==> config.mk <==
export PLATFORM = sky130hd
export DESIGN_NAME = length_prefixed_record_deframer_core
export DESIGN_NICKNAME = d
export VERILOG_FILES = /design/src/lprd_pkg.sv /design/src/lprd_parser.sv /design/src/lprd_outq.sv /design/src/length_prefixed_record_deframer_core.sv
export SDC_FILE = /design/constraint.sdc
export NUM_CORES = 1
export LEC_CHECK = 0
export ABC_CLOCK_PERIOD_IN_PS = 9700
export BUFFER_PORTS_ARGS = -buffer_cell sky130_fd_sc_hd__buf_2
export CORE_ASPECT_RATIO = 0.5
export CORE_MARGIN = 4
export CORE_UTILIZATION = 40
export DETAILED_ROUTE_END_ITERATION = 6
export PLACE_DENSITY_LB_ADDON = 0.2
export SLEW_MARGIN = 40
export SYNTH_ARGS = -nofsm -noshare
export SYNTH_HDL_FRONTEND = slang
export SYNTH_HIERARCHICAL = 1
export SYNTH_SLANG_ARGS = --single-unit
==> constraint.sdc <==
create_clock -name i_clk -period 9.7 [get_ports i_clk]
set_input_delay 0.485 -clock i_clk [delete_from_list [all_inputs] [get_ports i_clk]]
set_output_delay 0.485 -clock i_clk [all_outputs]
set_load 0.02 [all_outputs]
==> src/lprd_pkg.sv <==
package lprd_pkg;

    // Parser phases, one per position in the document grammar.
    typedef enum logic [3:0] {
        PH_MAGIC     = 4'd0,
        PH_VER_WS    = 4'd1,
        PH_VER_POS   = 4'd2,
        PH_VER_NEG   = 4'd3,
        PH_ENT_KW    = 4'd4,
        PH_ENT_NUM   = 4'd5,
        PH_CHAR_KW   = 4'd6,
        PH_CHAR_NUM  = 4'd7,
        PH_CHAR_DATA = 4'd8,
        PH_CHAR_NL   = 4'd9,
        PH_TEXT_KW   = 4'd10,
        PH_TEXT_NUM  = 4'd11,
        PH_TEXT_DATA = 4'd12,
        PH_TEXT_NL   = 4'd13,
        PH_DRAIN     = 4'd14
    } t_phase;

    // Event codes carried on the result channel.
    typedef enum logic [2:0] {
        EV_NAME_BYTE  = 3'd0,
        EV_TEXT_BYTE  = 3'd1,
        EV_NAME_DONE  = 3'd2,
        EV_ENTRY_DONE = 3'd3,
        EV_ACCEPT     = 3'd4,
        EV_REJECT     = 3'd5
    } t_kind;

    typedef struct packed {
        logic [7:0] in_byte;
        logic       end_of_file;
    } t_in_item;

    typedef struct packed {
        t_kind       event_kind;
        logic [7:0]  out_byte;
        logic [31:0] entry_index;
        logic        last_of_run;
    } t_out_item;

    // Up to two result items produced by one input item.
    typedef struct packed {
        logic      v0;
        logic      v1;
        t_out_item i0;
        t_out_item i1;
    } t_res_pair;

    // Header magic word followed by a space.
    localparam logic [0:12][7:0] HDR_KW = {
        8'h43, 8'h4F, 8'h4D, 8'h49, 8'h43, 8'h43, 8'h48,
        8'h41, 8'h54, 8'h44, 8'h4F, 8'h43, 8'h20
    };
    // "ENTRIES "
    localparam logic [0:7][7:0] ENT_KW = {
        8'h45, 8'h4E, 8'h54, 8'h52, 8'h49, 8'h45, 8'h53, 8'h20
    };
    // "CHAR "
    localparam logic [0:4][7:0] CHAR_KW = {8'h43, 8'h48, 8'h41, 8'h52, 8'h20};
    // "TEXT "
    localparam logic [0:4][7:0] TEXT_KW = {8'h54, 8'h45, 8'h58, 8'h54, 8'h20};

    localparam logic [3:0] HDR_LAST  = 4'd12;
    localparam logic [3:0] ENT_LAST  = 4'd7;
    localparam logic [3:0] FLD_LAST  = 4'd4;

    localparam logic [7:0] CH_LF    = 8'h0A;
    localparam logic [7:0] CH_TAB   = 8'h09;
    localparam logic [7:0] CH_VT    = 8'h0B;
    localparam logic [7:0] CH_FF    = 8'h0C;
    localparam logic [7:0] CH_CR    = 8'h0D;
    localparam logic [7:0] CH_SPACE = 8'h20;
    localparam logic [7:0] CH_PLUS  = 8'h2B;
    localparam logic [7:0] CH_MINUS = 8'h2D;
    localparam logic [7:0] CH_ZERO  = 8'h30;
    localparam logic [7:0] CH_NINE  = 8'h39;

    // Saturation point of the version accumulator.
    localparam logic [8:0] VER_SAT = 9'd256;

endpackage

==> src/lprd_parser.sv <==
module lprd_parser
    import lprd_pkg::*;
#(
    parameter int COUNT_BITS = 32
) (
    input  logic      i_clk,
    input  logic      i_rst_n,
    input  logic      i_take,
    input  t_in_item  i_item,
    input  logic [7:0] i_exp_ver,
    output t_res_pair o_res
);

    // Parser state.
    t_phase                r_phase, n_phase;
    logic [3:0]            r_pos, n_pos;
    logic [COUNT_BITS-1:0] r_acc, n_acc;
    logic [8:0]            r_ver, n_ver;
    logic                  r_seen, n_seen;
    logic [COUNT_BITS-1:0] r_total, n_total;
    logic [COUNT_BITS-1:0] r_cnt, n_cnt;
    logic [COUNT_BITS-1:0] r_rem, n_rem;

    logic [7:0]            byte_in;
    logic                  is_digit;
    logic [3:0]            digit;
    logic [COUNT_BITS+3:0] acc_ext;
    logic [COUNT_BITS+3:0] acc10;
    logic                  acc_ovf;
    logic [12:0]           ver_ext;
    logic [12:0]           ver10;
    logic                  ver_ok;
    logic [COUNT_BITS-1:0] cnt_inc;
    logic [COUNT_BITS+31:0] cnt_ext;
    logic [COUNT_BITS+31:0] cnt_inc_ext;
    logic [COUNT_BITS+31:0] ncnt_ext;

    logic [7:0]            kw_ch;
    logic                  kw_in_range;
    logic                  kw_last;
    t_phase                kw_next;
    logic                  kw_hit;

    logic                  ev0_v, ev1_v;
    t_kind                 ev0_kind, ev1_kind;
    logic [7:0]            ev0_byte;
    logic [31:0]           ev0_idx, ev1_idx;
    logic                  verdict;

    assign byte_in  = i_item.in_byte;
    assign is_digit = (byte_in >= CH_ZERO) && (byte_in <= CH_NINE);
    assign digit    = byte_in[3:0];

    // Decimal accumulate with overflow detection for counts and lengths.
    assign acc_ext = {4'd0, r_acc};
    assign acc10   = (acc_ext << 3) + (acc_ext << 1) + {{COUNT_BITS{1'b0}}, digit};
    assign acc_ovf = |acc10[COUNT_BITS+3:COUNT_BITS];

    // Version accumulate; saturates just above the largest byte value.
    assign ver_ext = {4'd0, r_ver};
    assign ver10   = (ver_ext << 3) + (ver_ext << 1) + {9'd0, digit};
    assign ver_ok  = (r_phase == PH_VER_NEG) ? ((r_ver == 9'd0) && (i_exp_ver == 8'd0))
                                             : (r_ver == {1'b0, i_exp_ver});

    // Entry counter as seen on the 32-bit index field.
    assign cnt_inc     = r_cnt + {{(COUNT_BITS-1){1'b0}}, 1'b1};
    assign cnt_ext     = {32'd0, r_cnt};
    assign cnt_inc_ext = {32'd0, cnt_inc};
    assign ncnt_ext    = {32'd0, n_cnt};

    // Expected keyword byte for the current keyword phase.
    always_comb begin
        kw_ch       = HDR_KW[0];
        kw_in_range = 1'b0;
        kw_last     = 1'b0;
        kw_next     = PH_DRAIN;
        case (r_phase)
            PH_MAGIC: begin
                kw_in_range = (r_pos <= HDR_LAST);
                kw_ch       = HDR_KW[r_pos];
                kw_last     = (r_pos == HDR_LAST);
                kw_next     = PH_VER_WS;
            end
            PH_ENT_KW: begin
                kw_in_range = (r_pos <= ENT_LAST);
                kw_ch       = ENT_KW[r_pos[2:0]];
                kw_last     = (r_pos == ENT_LAST);
                kw_next     = PH_ENT_NUM;
            end
            PH_CHAR_KW: begin
                kw_in_range = (r_pos <= FLD_LAST);
                kw_ch       = CHAR_KW[r_pos[2:0]];
                kw_last     = (r_pos == FLD_LAST);
                kw_next     = PH_CHAR_NUM;
            end
            PH_TEXT_KW: begin
                kw_in_range = (r_pos <= FLD_LAST);
                kw_ch       = TEXT_KW[r_pos[2:0]];
                kw_last     = (r_pos == FLD_LAST);
                kw_next     = PH_TEXT_NUM;
            end
            default: begin
                kw_in_range = 1'b0;
            end
        endcase
    end

    assign kw_hit = kw_in_range && (byte_in == kw_ch);

    // Next state and the results of one input item.
    always_comb begin
        n_phase  = r_phase;
        n_pos    = r_pos;
        n_acc    = r_acc;
        n_ver    = r_ver;
        n_seen   = r_seen;
        n_total  = r_total;
        n_cnt    = r_cnt;
        n_rem    = r_rem;
        ev0_v    = 1'b0;
        ev0_kind = EV_REJECT;
        ev0_byte = 8'd0;
        ev0_idx  = cnt_ext[31:0];
        ev1_v    = 1'b0;
        ev1_kind = EV_REJECT;
        ev1_idx  = cnt_ext[31:0];
        verdict  = 1'b0;

        case (r_phase)
            PH_MAGIC, PH_ENT_KW, PH_CHAR_KW, PH_TEXT_KW: begin
                if (kw_hit) begin
                    if (kw_last) begin
                        n_pos   = 4'd0;
                        n_acc   = '0;
                        n_ver   = 9'd0;
                        n_seen  = 1'b0;
                        n_phase = kw_next;
                    end else begin
                        n_pos = r_pos + 4'd1;
                    end
                end else begin
                    ev0_v   = 1'b1;
                    n_phase = PH_DRAIN;
                    verdict = 1'b1;
                end
            end

            PH_VER_WS, PH_VER_POS, PH_VER_NEG: begin
                if (r_phase == PH_VER_WS && (byte_in == CH_SPACE || byte_in == CH_TAB ||
                        byte_in == CH_VT || byte_in == CH_FF || byte_in == CH_CR)) begin
                    n_phase = PH_VER_WS;
                end else if (r_phase == PH_VER_WS && byte_in == CH_PLUS) begin
                    n_phase = PH_VER_POS;
                end else if (r_phase == PH_VER_WS && byte_in == CH_MINUS) begin
                    n_phase = PH_VER_NEG;
                end else if (is_digit) begin
                    if (r_phase == PH_VER_WS) begin
                        n_phase = PH_VER_POS;
                    end
                    n_ver  = (ver10 > {4'd0, VER_SAT}) ? VER_SAT : ver10[8:0];
                    n_seen = 1'b1;
                end else if (r_phase != PH_VER_WS && byte_in == CH_LF && r_seen) begin
                    if (ver_ok) begin
                        n_phase = PH_ENT_KW;
                        n_pos   = 4'd0;
                        n_acc   = '0;
                        n_ver   = 9'd0;
                        n_seen  = 1'b0;
                    end else begin
                        ev0_v   = 1'b1;
                        n_phase = PH_DRAIN;
                        verdict = 1'b1;
                    end
                end else begin
                    ev0_v   = 1'b1;
                    n_phase = PH_DRAIN;
                    verdict = 1'b1;
                end
            end

            PH_ENT_NUM, PH_CHAR_NUM, PH_TEXT_NUM: begin
                if (is_digit) begin
                    if (acc_ovf) begin
                        ev0_v   = 1'b1;
                        n_phase = PH_DRAIN;
                        verdict = 1'b1;
                    end else begin
                        n_acc  = acc10[COUNT_BITS-1:0];
                        n_seen = 1'b1;
                    end
                end else if (byte_in == CH_LF && r_seen) begin
                    if (r_phase == PH_ENT_NUM) begin
                        n_total = r_acc;
                        n_cnt   = '0;
                        if (r_acc == '0) begin
                            ev0_v    = 1'b1;
                            ev0_kind = EV_ACCEPT;
                            ev0_idx  = 32'd0;
                            n_phase  = PH_DRAIN;
                            verdict  = 1'b1;
                        end else begin
                            n_phase = PH_CHAR_KW;
                        end
                    end else begin
                        n_rem = r_acc;
                        if (r_phase == PH_CHAR_NUM) begin
                            n_phase = (r_acc != '0) ? PH_CHAR_DATA : PH_CHAR_NL;
                        end else begin
                            n_phase = (r_acc != '0) ? PH_TEXT_DATA : PH_TEXT_NL;
                        end
                    end
                end else begin
                    ev0_v   = 1'b1;
                    n_phase = PH_DRAIN;
                    verdict = 1'b1;
                end
            end

            PH_CHAR_DATA, PH_TEXT_DATA: begin
                ev0_v    = 1'b1;
                ev0_kind = (r_phase == PH_CHAR_DATA) ? EV_NAME_BYTE : EV_TEXT_BYTE;
                ev0_byte = byte_in;
                n_rem    = r_rem - {{(COUNT_BITS-1){1'b0}}, 1'b1};
                if (r_rem == {{(COUNT_BITS-1){1'b0}}, 1'b1}) begin
                    n_phase = (r_phase == PH_CHAR_DATA) ? PH_CHAR_NL : PH_TEXT_NL;
                end
            end

            PH_CHAR_NL: begin
                ev0_v = 1'b1;
                if (byte_in == CH_LF) begin
                    ev0_kind = EV_NAME_DONE;
                    n_phase  = PH_TEXT_KW;
                    n_pos    = 4'd0;
                end else begin
                    n_phase = PH_DRAIN;
                    verdict = 1'b1;
                end
            end

            PH_TEXT_NL: begin
                ev0_v = 1'b1;
                if (byte_in == CH_LF) begin
                    ev0_kind = EV_ENTRY_DONE;
                    n_cnt    = cnt_inc;
                    if (cnt_inc == r_total) begin
                        ev1_v    = 1'b1;
                        ev1_kind = EV_ACCEPT;
                        ev1_idx  = cnt_inc_ext[31:0];
                        n_phase  = PH_DRAIN;
                        verdict  = 1'b1;
                    end else begin
                        n_phase = PH_CHAR_KW;
                        n_pos   = 4'd0;
                    end
                end else begin
                    n_phase = PH_DRAIN;
                    verdict = 1'b1;
                end
            end

            default: begin
                n_phase = PH_DRAIN;
            end
        endcase

        // End of file: reject an unfinished document, then rearm.
        if (i_item.end_of_file) begin
            if (!verdict && n_phase != PH_DRAIN) begin
                if (ev0_v) begin
                    ev1_v    = 1'b1;
                    ev1_kind = EV_REJECT;
                    ev1_idx  = ncnt_ext[31:0];
                end else begin
                    ev0_v    = 1'b1;
                    ev0_kind = EV_REJECT;
                    ev0_byte = 8'd0;
                    ev0_idx  = ncnt_ext[31:0];
                end
            end
            n_phase = PH_MAGIC;
            n_pos   = 4'd0;
            n_acc   = '0;
            n_ver   = 9'd0;
            n_seen  = 1'b0;
            n_total = '0;
            n_cnt   = '0;
            n_rem   = '0;
        end
    end

    // Pack the results for the output queue.
    always_comb begin
        o_res.v0             = ev0_v;
        o_res.v1             = ev1_v;
        o_res.i0.event_kind  = ev0_kind;
        o_res.i0.out_byte    = ev0_byte;
        o_res.i0.entry_index = ev0_idx;
        o_res.i0.last_of_run = !ev1_v;
        o_res.i1.event_kind  = ev1_kind;
        o_res.i1.out_byte    = 8'd0;
        o_res.i1.entry_index = ev1_idx;
        o_res.i1.last_of_run = 1'b1;
    end

    // State registers advance only on an accepted item.
    always_ff @(posedge i_clk) begin
        if (!i_rst_n) begin
            r_phase <= PH_MAGIC;
            r_pos   <= 4'd0;
            r_acc   <= '0;
            r_ver   <= 9'd0;
            r_seen  <= 1'b0;
            r_total <= '0;
            r_cnt   <= '0;
            r_rem   <= '0;
        end else if (i_take) begin
            r_phase <= n_phase;
            r_pos   <= n_pos;
            r_acc   <= n_acc;
            r_ver   <= n_ver;
            r_seen  <= n_seen;
            r_total <= n_total;
            r_cnt   <= n_cnt;
            r_rem   <= n_rem;
        end
    end

endmodule

==> src/lprd_outq.sv <==
module lprd_outq
    import lprd_pkg::*;
(
    input  logic      i_clk,
    input  logic      i_rst_n,
    input  logic      i_push,
    input  t_res_pair i_pair,
    input  logic      i_stall,
    output logic      o_full,
    output logic      o_valid,
    output t_out_item o_item
);

    // Head is the visible result register; tail holds a second result.
    t_out_item r_head, n_head;
    t_out_item r_tail, n_tail;
    logic      r_head_v, n_head_v;
    logic      r_tail_v, n_tail_v;
    logic      take;

    assign o_valid = r_head_v;
    assign o_item  = r_head;
    assign take    = r_head_v && !i_stall;

    // Room for two new results exists once the queue empties this cycle.
    assign o_full  = !(!r_head_v || (take && !r_tail_v));

    always_comb begin
        n_head   = r_head;
        n_tail   = r_tail;
        n_head_v = r_head_v;
        n_tail_v = r_tail_v;
        if (i_push) begin
            n_head   = i_pair.i0;
            n_head_v = i_pair.v0;
            n_tail   = i_pair.i1;
            n_tail_v = i_pair.v1;
        end else if (take) begin
            n_head   = r_tail;
            n_head_v = r_tail_v;
            n_tail_v = 1'b0;
        end
    end

    always_ff @(posedge i_clk) begin
        if (!i_rst_n) begin
            r_head_v <= 1'b0;
            r_tail_v <= 1'b0;
        end else begin
            r_head_v <= n_head_v;
            r_tail_v <= n_tail_v;
        end
        r_head <= n_head;
        r_tail <= n_tail;
    end

`ifndef ASSERT_OFF
    a_tail_needs_head: assert property (@(posedge i_clk) disable iff (!i_rst_n)
        r_tail_v |-> r_head_v)
        else $error("second result held without a first");

    a_push_has_room: assert property (@(posedge i_clk) disable iff (!i_rst_n)
        i_push |-> (!r_head_v || (take && !r_tail_v)))
        else $error("results pushed into a queue without room");

    a_pair_order: assert property (@(posedge i_clk) disable iff (!i_rst_n)
        (i_push && i_pair.v1) |-> i_pair.v0)
        else $error("second result without a first");

    a_push_shows: assert property (@(posedge i_clk) disable iff (!i_rst_n)
        (i_push && i_pair.v0) |=> (o_valid && o_item == $past(i_pair.i0)))
        else $error("pushed result not presented");

    a_tail_is_last: assert property (@(posedge i_clk) disable iff (!i_rst_n)
        r_tail_v |-> (r_tail.last_of_run && !r_head.last_of_run))
        else $error("run end marking wrong for a two-result item");
`endif

endmodule

==> src/length_prefixed_record_deframer_core.sv <==
// Deframes a length-prefixed text record document that arrives one byte per item, with an
// end-of-file flag on the last byte. It checks the header line and its version against the
// expected_version register, then the entry count line and each name and text field, and
// emits tagged payload bytes, name-done and entry-done events, and one accepted or rejected
// verdict; later bytes are dropped until end of file, which rearms the parser. A byte is
// accepted every cycle when it causes at most one result and the output is taken; a byte that
// causes two results (an entry done with the final verdict, or a result followed by a
// rejection at an early end of file) occupies both slots of the two-entry output queue and
// holds the input off while the second result waits in the tail slot. The configuration
// register may be written only while the block is idle.
module length_prefixed_record_deframer_core
    import lprd_pkg::*;
#(
    parameter int COUNT_BITS = 32
) (
    input  logic       i_clk,
    input  logic       i_rst_n,
    input  logic       i_valid,
    output logic       o_stall,
    input  t_in_item   i_item,
    output logic       o_valid,
    input  logic       i_stall,
    output t_out_item  o_item,
    input  logic       i_cfg_we,
    input  logic [7:0] i_cfg_wdata
);

    logic [7:0] r_exp_ver;
    logic       take;
    logic       q_full;
    t_res_pair  res;

    // Expected version register.
    always_ff @(posedge i_clk) begin
        if (!i_rst_n) begin
            r_exp_ver <= 8'd1;
        end else if (i_cfg_we) begin
            r_exp_ver <= i_cfg_wdata;
        end
    end

    // An item is taken whenever the output queue can hold its results.
    assign o_stall = q_full;
    assign take    = i_valid && !q_full;

    lprd_parser #(
        .COUNT_BITS(COUNT_BITS)
    ) u_parser (
        .i_clk     (i_clk),
        .i_rst_n   (i_rst_n),
        .i_take    (take),
        .i_item    (i_item),
        .i_exp_ver (r_exp_ver),
        .o_res     (res)
    );

    lprd_outq u_outq (
        .i_clk   (i_clk),
        .i_rst_n (i_rst_n),
        .i_push  (take),
        .i_pair  (res),
        .i_stall (i_stall),
        .o_full  (q_full),
        .o_valid (o_valid),
        .o_item  (o_item)
    );

endmodule

# Word-level counts from Yosys, hierarchy flattened
# Memory sizes are Yosys's and may differ from the RTL's.
# Index checks and enable logic that the tools add are counted.
# op_classes
addsub,7
n_mul,0
div,0
magnitude_cmp,8
n_eq_ne,49
shifts,0
n_mux,166
bitwise_logic,2
n_reduce_logical,50
# ops
operator,count
$mux 32,39
$pmux 32 s2,2
$mux 4,31
$mux 8,12
$pmux 32 s3,1
$mux 9,10
$mux 44,2
$mux 3,15
$mux 1,43
$eq 8x4->1 const B,5
$add 35x33->36,1
$add 36x4->36,1
$add 32x1->32 const B,1
$eq 32x1->1 const B,1
$eq 32x32->1,1
$logic_not 32->1,1
$pmux 4 s4,2
$pmux 8 s4,1
$reduce_bool 32->1,1
$sub 32x1->32 const B,1
$eq 4x4->1 const B,7
$eq 4x3->1 const B,6
$eq 8x6->1 const B,3
$ne 3x2->1 const B,8
other kinds (44),87
# totals
regBits,235
latch_bits,0
mem_bits_rw,0
mem_bits_ro,320
input_bits,22
out_inout_bits,46
memories,4
# memory_table
name,depth,width,rd,rd_clocked_by_memory_dff,write_ports,line_no,source
(name not given),16,8,1,0,0,lprd_parser.sv:80,kw_ch = HDR_KW[r_pos];
(name not given),8,8,1,0,0,lprd_parser.sv:86,kw_ch = ENT_KW[r_pos[2:0]];
(name not given),8,8,1,0,0,lprd_parser.sv:92,kw_ch = CHAR_KW[r_pos[2:0]];
(name not given),8,8,1,0,0,lprd_parser.sv:98,kw_ch = TEXT_KW[r_pos[2:0]];

# Logic depth before layout (Yosys ltp)
# depth
ltp_word,16
ltp_mapped,17
ltp_nobuf,16

# Cells and area by module
# The synthesis kept the hierarchy.
# modules_own_cells
module,n_inst,cells_each,area_each_um2
lprd_parser,1,1845,13127.6
lprd_outq,1,148,3301.9
length_prefixed_record_deframer_core,1,26,305.3

# Worst setup path after synthesis
# No wires, ideal clock.
# synth_timing
path_kind,in2reg
from,input port i_stall
to,"register u_outq.r_head (netlist bit u_outq/o_item[0]), enable pin"
setup_ns,0.408
arrival_ns,4.589
required_time_ns,9.292
slack_ns,4.702
cell_stages,5
n_path_buf,2
cell_sequence,o21a_1 nor2b_1 buf_6 buf_6 nand2b_1
# synth_via
elab_chain_len,6
# synth_rtl
item,line_no,source
"start, declared",length_prefixed_record_deframer_core.sv:22,"input logic i_stall,"
$logic_not 1->1,lprd_outq.sv:23,assign take = r_head_v && !i_stall;
$logic_and 1x1->1,lprd_outq.sv:23,
$logic_and 1x1->1,lprd_outq.sv:26,assign o_full = !(!r_head_v || (take && !r_tail_v));
$logic_or 1x1->1,lprd_outq.sv:26,
$logic_and 1x1->1,length_prefixed_record_deframer_core.sv:44,assign take = i_valid && !q_full;
net take,length_prefixed_record_deframer_core.sv:29,logic take;
$reduce_bool 2->1 (no line),n/a,
"end signal, assigned",lprd_outq.sv:53,r_head <= n_head;
"end, declared",lprd_outq.sv:15,"t_out_item r_head, n_head;"
# The timed path passes the listed nets, and every way through them passes these cells.
# A chain may end at the register's enable or synchronous reset.

==> run metrics <==
Die Ht=roughly 150 um; Final Hold Fails=0; first-pass GRT wire length=about 77,000 um; combinational group share of total power=0.101; CP startpoint kind=flop; Commonest cells post-synth=nor2_1 (255), nand2_1 (216), a21oi_1 (157); post-synthesis mux area share=0.0405; Detail Route Antenna Nets=0; Post-Route WL=48,200 um; number of gates resized after CTS=0; total vias in the final route=14,851; WP depth=16; total of max-cap violations=0; Slew Limit Fails=0; Worst Max-Slew Pin Slew=approximately 0.94 ns; Num CTS Buffers=25; Post-Synth Adder-Cell Area=0.0743; WP data required=roughly 10 ns; Fmax achieved=around 0.20 GHz; largest net degree at the start of global routing=80; num rows=52; Synth warnings=6; Area contributors post-synth=dfxtp_1 (19%), edfxtp_1 (16%), ha_1 (7.0%); post-synth cell types=between 90 and 100; Worst setup EP type=flop; area leader, netlist=dfxtp_1; worst skew pair latency=~0.57 ns; setup bufs post-CTS=0; CP Cell Sequence=inv_1, fa_1, inv_1, fa_1, a211oi_1, o211ai_1, a31oi_1, o211ai_1, or3_1, a21oi_1, nand3_1, a211o_1, a311oi_4, buf_4, nor2_1, mux2_2; clock sinks=between 200 and 250; # hold bufs at CTS=0; Placer Congestion=~0.92; hold_sp=i_cfg_wdata[0]; Final Skew=0.0138 ns; IO Pins=between 60 and 70; H-tree depth=1; Yosys reg bits=~240; P_int=~1.7 mW; Simple-Gate Fraction of Synth Area=0.242; syn avg cell area=roughly 8.3 um2; switching part of the total power=0.265; DR DRC count=0; first drt pass iteration count=5; Post-Synth XOR/XNOR Area=0.0665; R2R Path Start=u_parser/r_acc[0]$_SDFFE_PN0P_; CP startpoint=u_parser/r_acc[0]$_SDFFE_PN0P_; # setup viols final=0; setup TNS=0 ns; Clock Path Buffers=3; initial antenna violation count=0; Die ar.=45,400 um2; slowest CP cell=fa_1; Reg2Reg Depth=16; Final nets=between 2,000 and 2,500; Hold Crit Class=in -> reg; P_leak=between 7 and 8 nW; Die Wd=297 um; hold_ws=~0.15 ns; top-count cell post-synth=nor2_1; share of post-route cells with drive strength above 1=0.107; Clk pwr share=0.422; starting density of the core=0.410; Psw=a little over 0.6 mW; share of power burned in registers=0.477; gr usage total=0.204; RSZ-0062 raised after global routing=no; Tcrit/Tclk final=0.518; Crit Path Category=reg -> reg; r2r setup slk=~4.7 ns; HPWL Detailed=between 30,000 and 40,000 um; number of global-route vias before repair=around 14,000; CTS tree=done; Data arrival, critical path=~5.4 ns; CP peak stage delay=slightly above 0.5 ns; Worst slew margin=0.373; largest family of logic cells by synthesized area=simple AND/OR/NAND/NOR gates; filler cell count=roughly 4,000; # diodes=0; PwrDens=between 100 and 150 nW/um2; area share of the largest cell type after synthesis=0.187; top_reg_cell synth=dfxtp_1; crit path time final=slightly above 5 ns; # port buffers=67; synthesized instance count=a little over 2,000; vias per inst=between 5 and 6; async set-reset flop share out of synthesis=0; register area share after synthesis=0.345; worst r2r dst=u_outq/o_item[2]$_DFFE_PP_; WP buf/inv=3; GR Overflow Total=0; delay-heaviest family, CP=compound AO/OA/AOI/OAI gates; Clock Pin Slew Worst Setup and Hold Paths=about 0.070 ns; crit path capture=u_outq/o_item[2]$_DFFE_PP_; CTS Root Cell=clkbuf_16; crit-path max FO=32; core area=40,900 um2; Post-synth EDFFs=between 80 and 90; Layout area overhead=8.43%; maximum vdd drop=approximately 0.075 mV; Mapped Area=between 15,000 and 20,000 um2; outcome=finished, final reports clean; WL per Instance=about 19 um; DR iter-0 viols=around 1,500; Compound-Gate Fraction of Synth Area=0.181
==> state kept, by name, summed over array words and instances, names as in the netlist <==
name,flops
u_outq/o_item,44
u_outq/r_tail,44
u_parser/r_acc,32
u_parser/r_cnt,32
u_parser/r_rem,32
u_parser/r_total,32
u_parser/r_ver,9
r_exp_ver,8
u_parser/r_phase,4
u_parser/r_pos,4
u_outq/o_valid,1
u_outq/r_tail_v,1
u_parser/r_seen,1
==> cells in the final DEF, fill, tap and decap left out, types with 12 or more instances in the layout <==
master,n
nand3_1,74
buf_2,67
clkbuf_16,25
a22oi_1,51
nand2_1,215
dfxtp_1,154
nand4_1,28
nor3_1,48
edfxtp_1,88
xnor2_1,93
a21oi_1,157
a211oi_1,13
o21ai_0,100
or3_1,29
buf_4,18
ha_1,93
nor4_1,33
o21a_1,12
nor2b_1,23
mux2_2,38
xor2_1,34
and3_1,21
mux2i_1,16
nor2_1,251
a21o_1,16
inv_1,35
and2_1,12
o211ai_1,14
a31oi_1,14
and4_1,12
==> logic make-up after synthesis <==
logic type	after synthesis
fa+ha+maj	97
simple gates	830
buf+inv	182
compound gates	477
flops	244
other cells	2
mux	60
xor+xnor	127
==> power by group through the flow <==
stage / sequential [mW] / combinational, mW / clock [mW]
finish: 1.11 / 0.234 / 0.983
global route: 1.11 / 0.254 / 1.05
CTS: 1.11 / 0.233 / 1.01
detailed placement: 1.13 / 0.232 / 0
global placement: 1.13 / 0.228 / 0
floorplan: 1.15 / 0.143 / 0
==> worst register-to-register path, stage by stage (launching register included) <==
cell      delay (ns)
dfxtp_1         0.41
inv_1           0.12
fa_1            0.51
inv_1           0.07
fa_1            0.47
a211oi_1        0.29
o211ai_1        0.20
a31oi_1         0.35
o211ai_1        0.20
or3_1           0.36
a21oi_1         0.21
nand3_1         0.13
a211o_1         0.34
a311oi_4        0.31
buf_4           0.39
nor2_1          0.15
mux2_2          0.27
==> through the flow <==
step,utilization,setup slack (ns),std cells,instance area [um2],power (mW)
3_3_place_gp,0.422,4.44,2509,17200,1.36
2_1_floorplan,-,4.70,2028,16800,1.30
6_report,0.444,4.67,2557,18100,2.33
4_1_cts,0.443,4.69,2556,18100,2.35
3_5_place_dp,0.423,4.34,2510,17300,1.36
5_1_grt,0.444,4.30,2557,18100,2.42
==> layer usage <==
layer	GRT usage	up-vias	routed length, um
li1	-	7259	-
met1	0.314	7093	23900
met2	0.301	443	20300
met3	0.0316	56	3180
met4	0.0403	0	822
met5	0	-	0
==> worst min path at each step <==
stage	slack, ns	cells past startpoint	to
2_1_floorplan	0.43	2	u_parser/r_rem[26]$_SDFFE_PN0P_
3_3_place_gp	0.44	2	u_parser/r_rem[26]$_SDFFE_PN0P_
3_5_place_dp	0.45	2	u_parser/r_rem[26]$_SDFFE_PN0P_
4_1_cts	0.13	3	r_exp_ver[0]$_SDFFE_PN1P_
5_1_grt	0.16	3	r_exp_ver[0]$_SDFFE_PN1P_
6_report	0.15	3	r_exp_ver[0]$_SDFFE_PN1P_
==> layout make-up <==
cell class              instances  area, um2  area share
multi-input cells            1602      10200       0.563
clock inverters                17        160     0.00883
inverters                      37        141     0.00779
flip-flops and latches        244       5770       0.318
well taps                     540        676      0.0372
repair buffers                 88        529      0.0292
clock buffers                  29        651      0.0359
(Power assumes the default switching activity.)
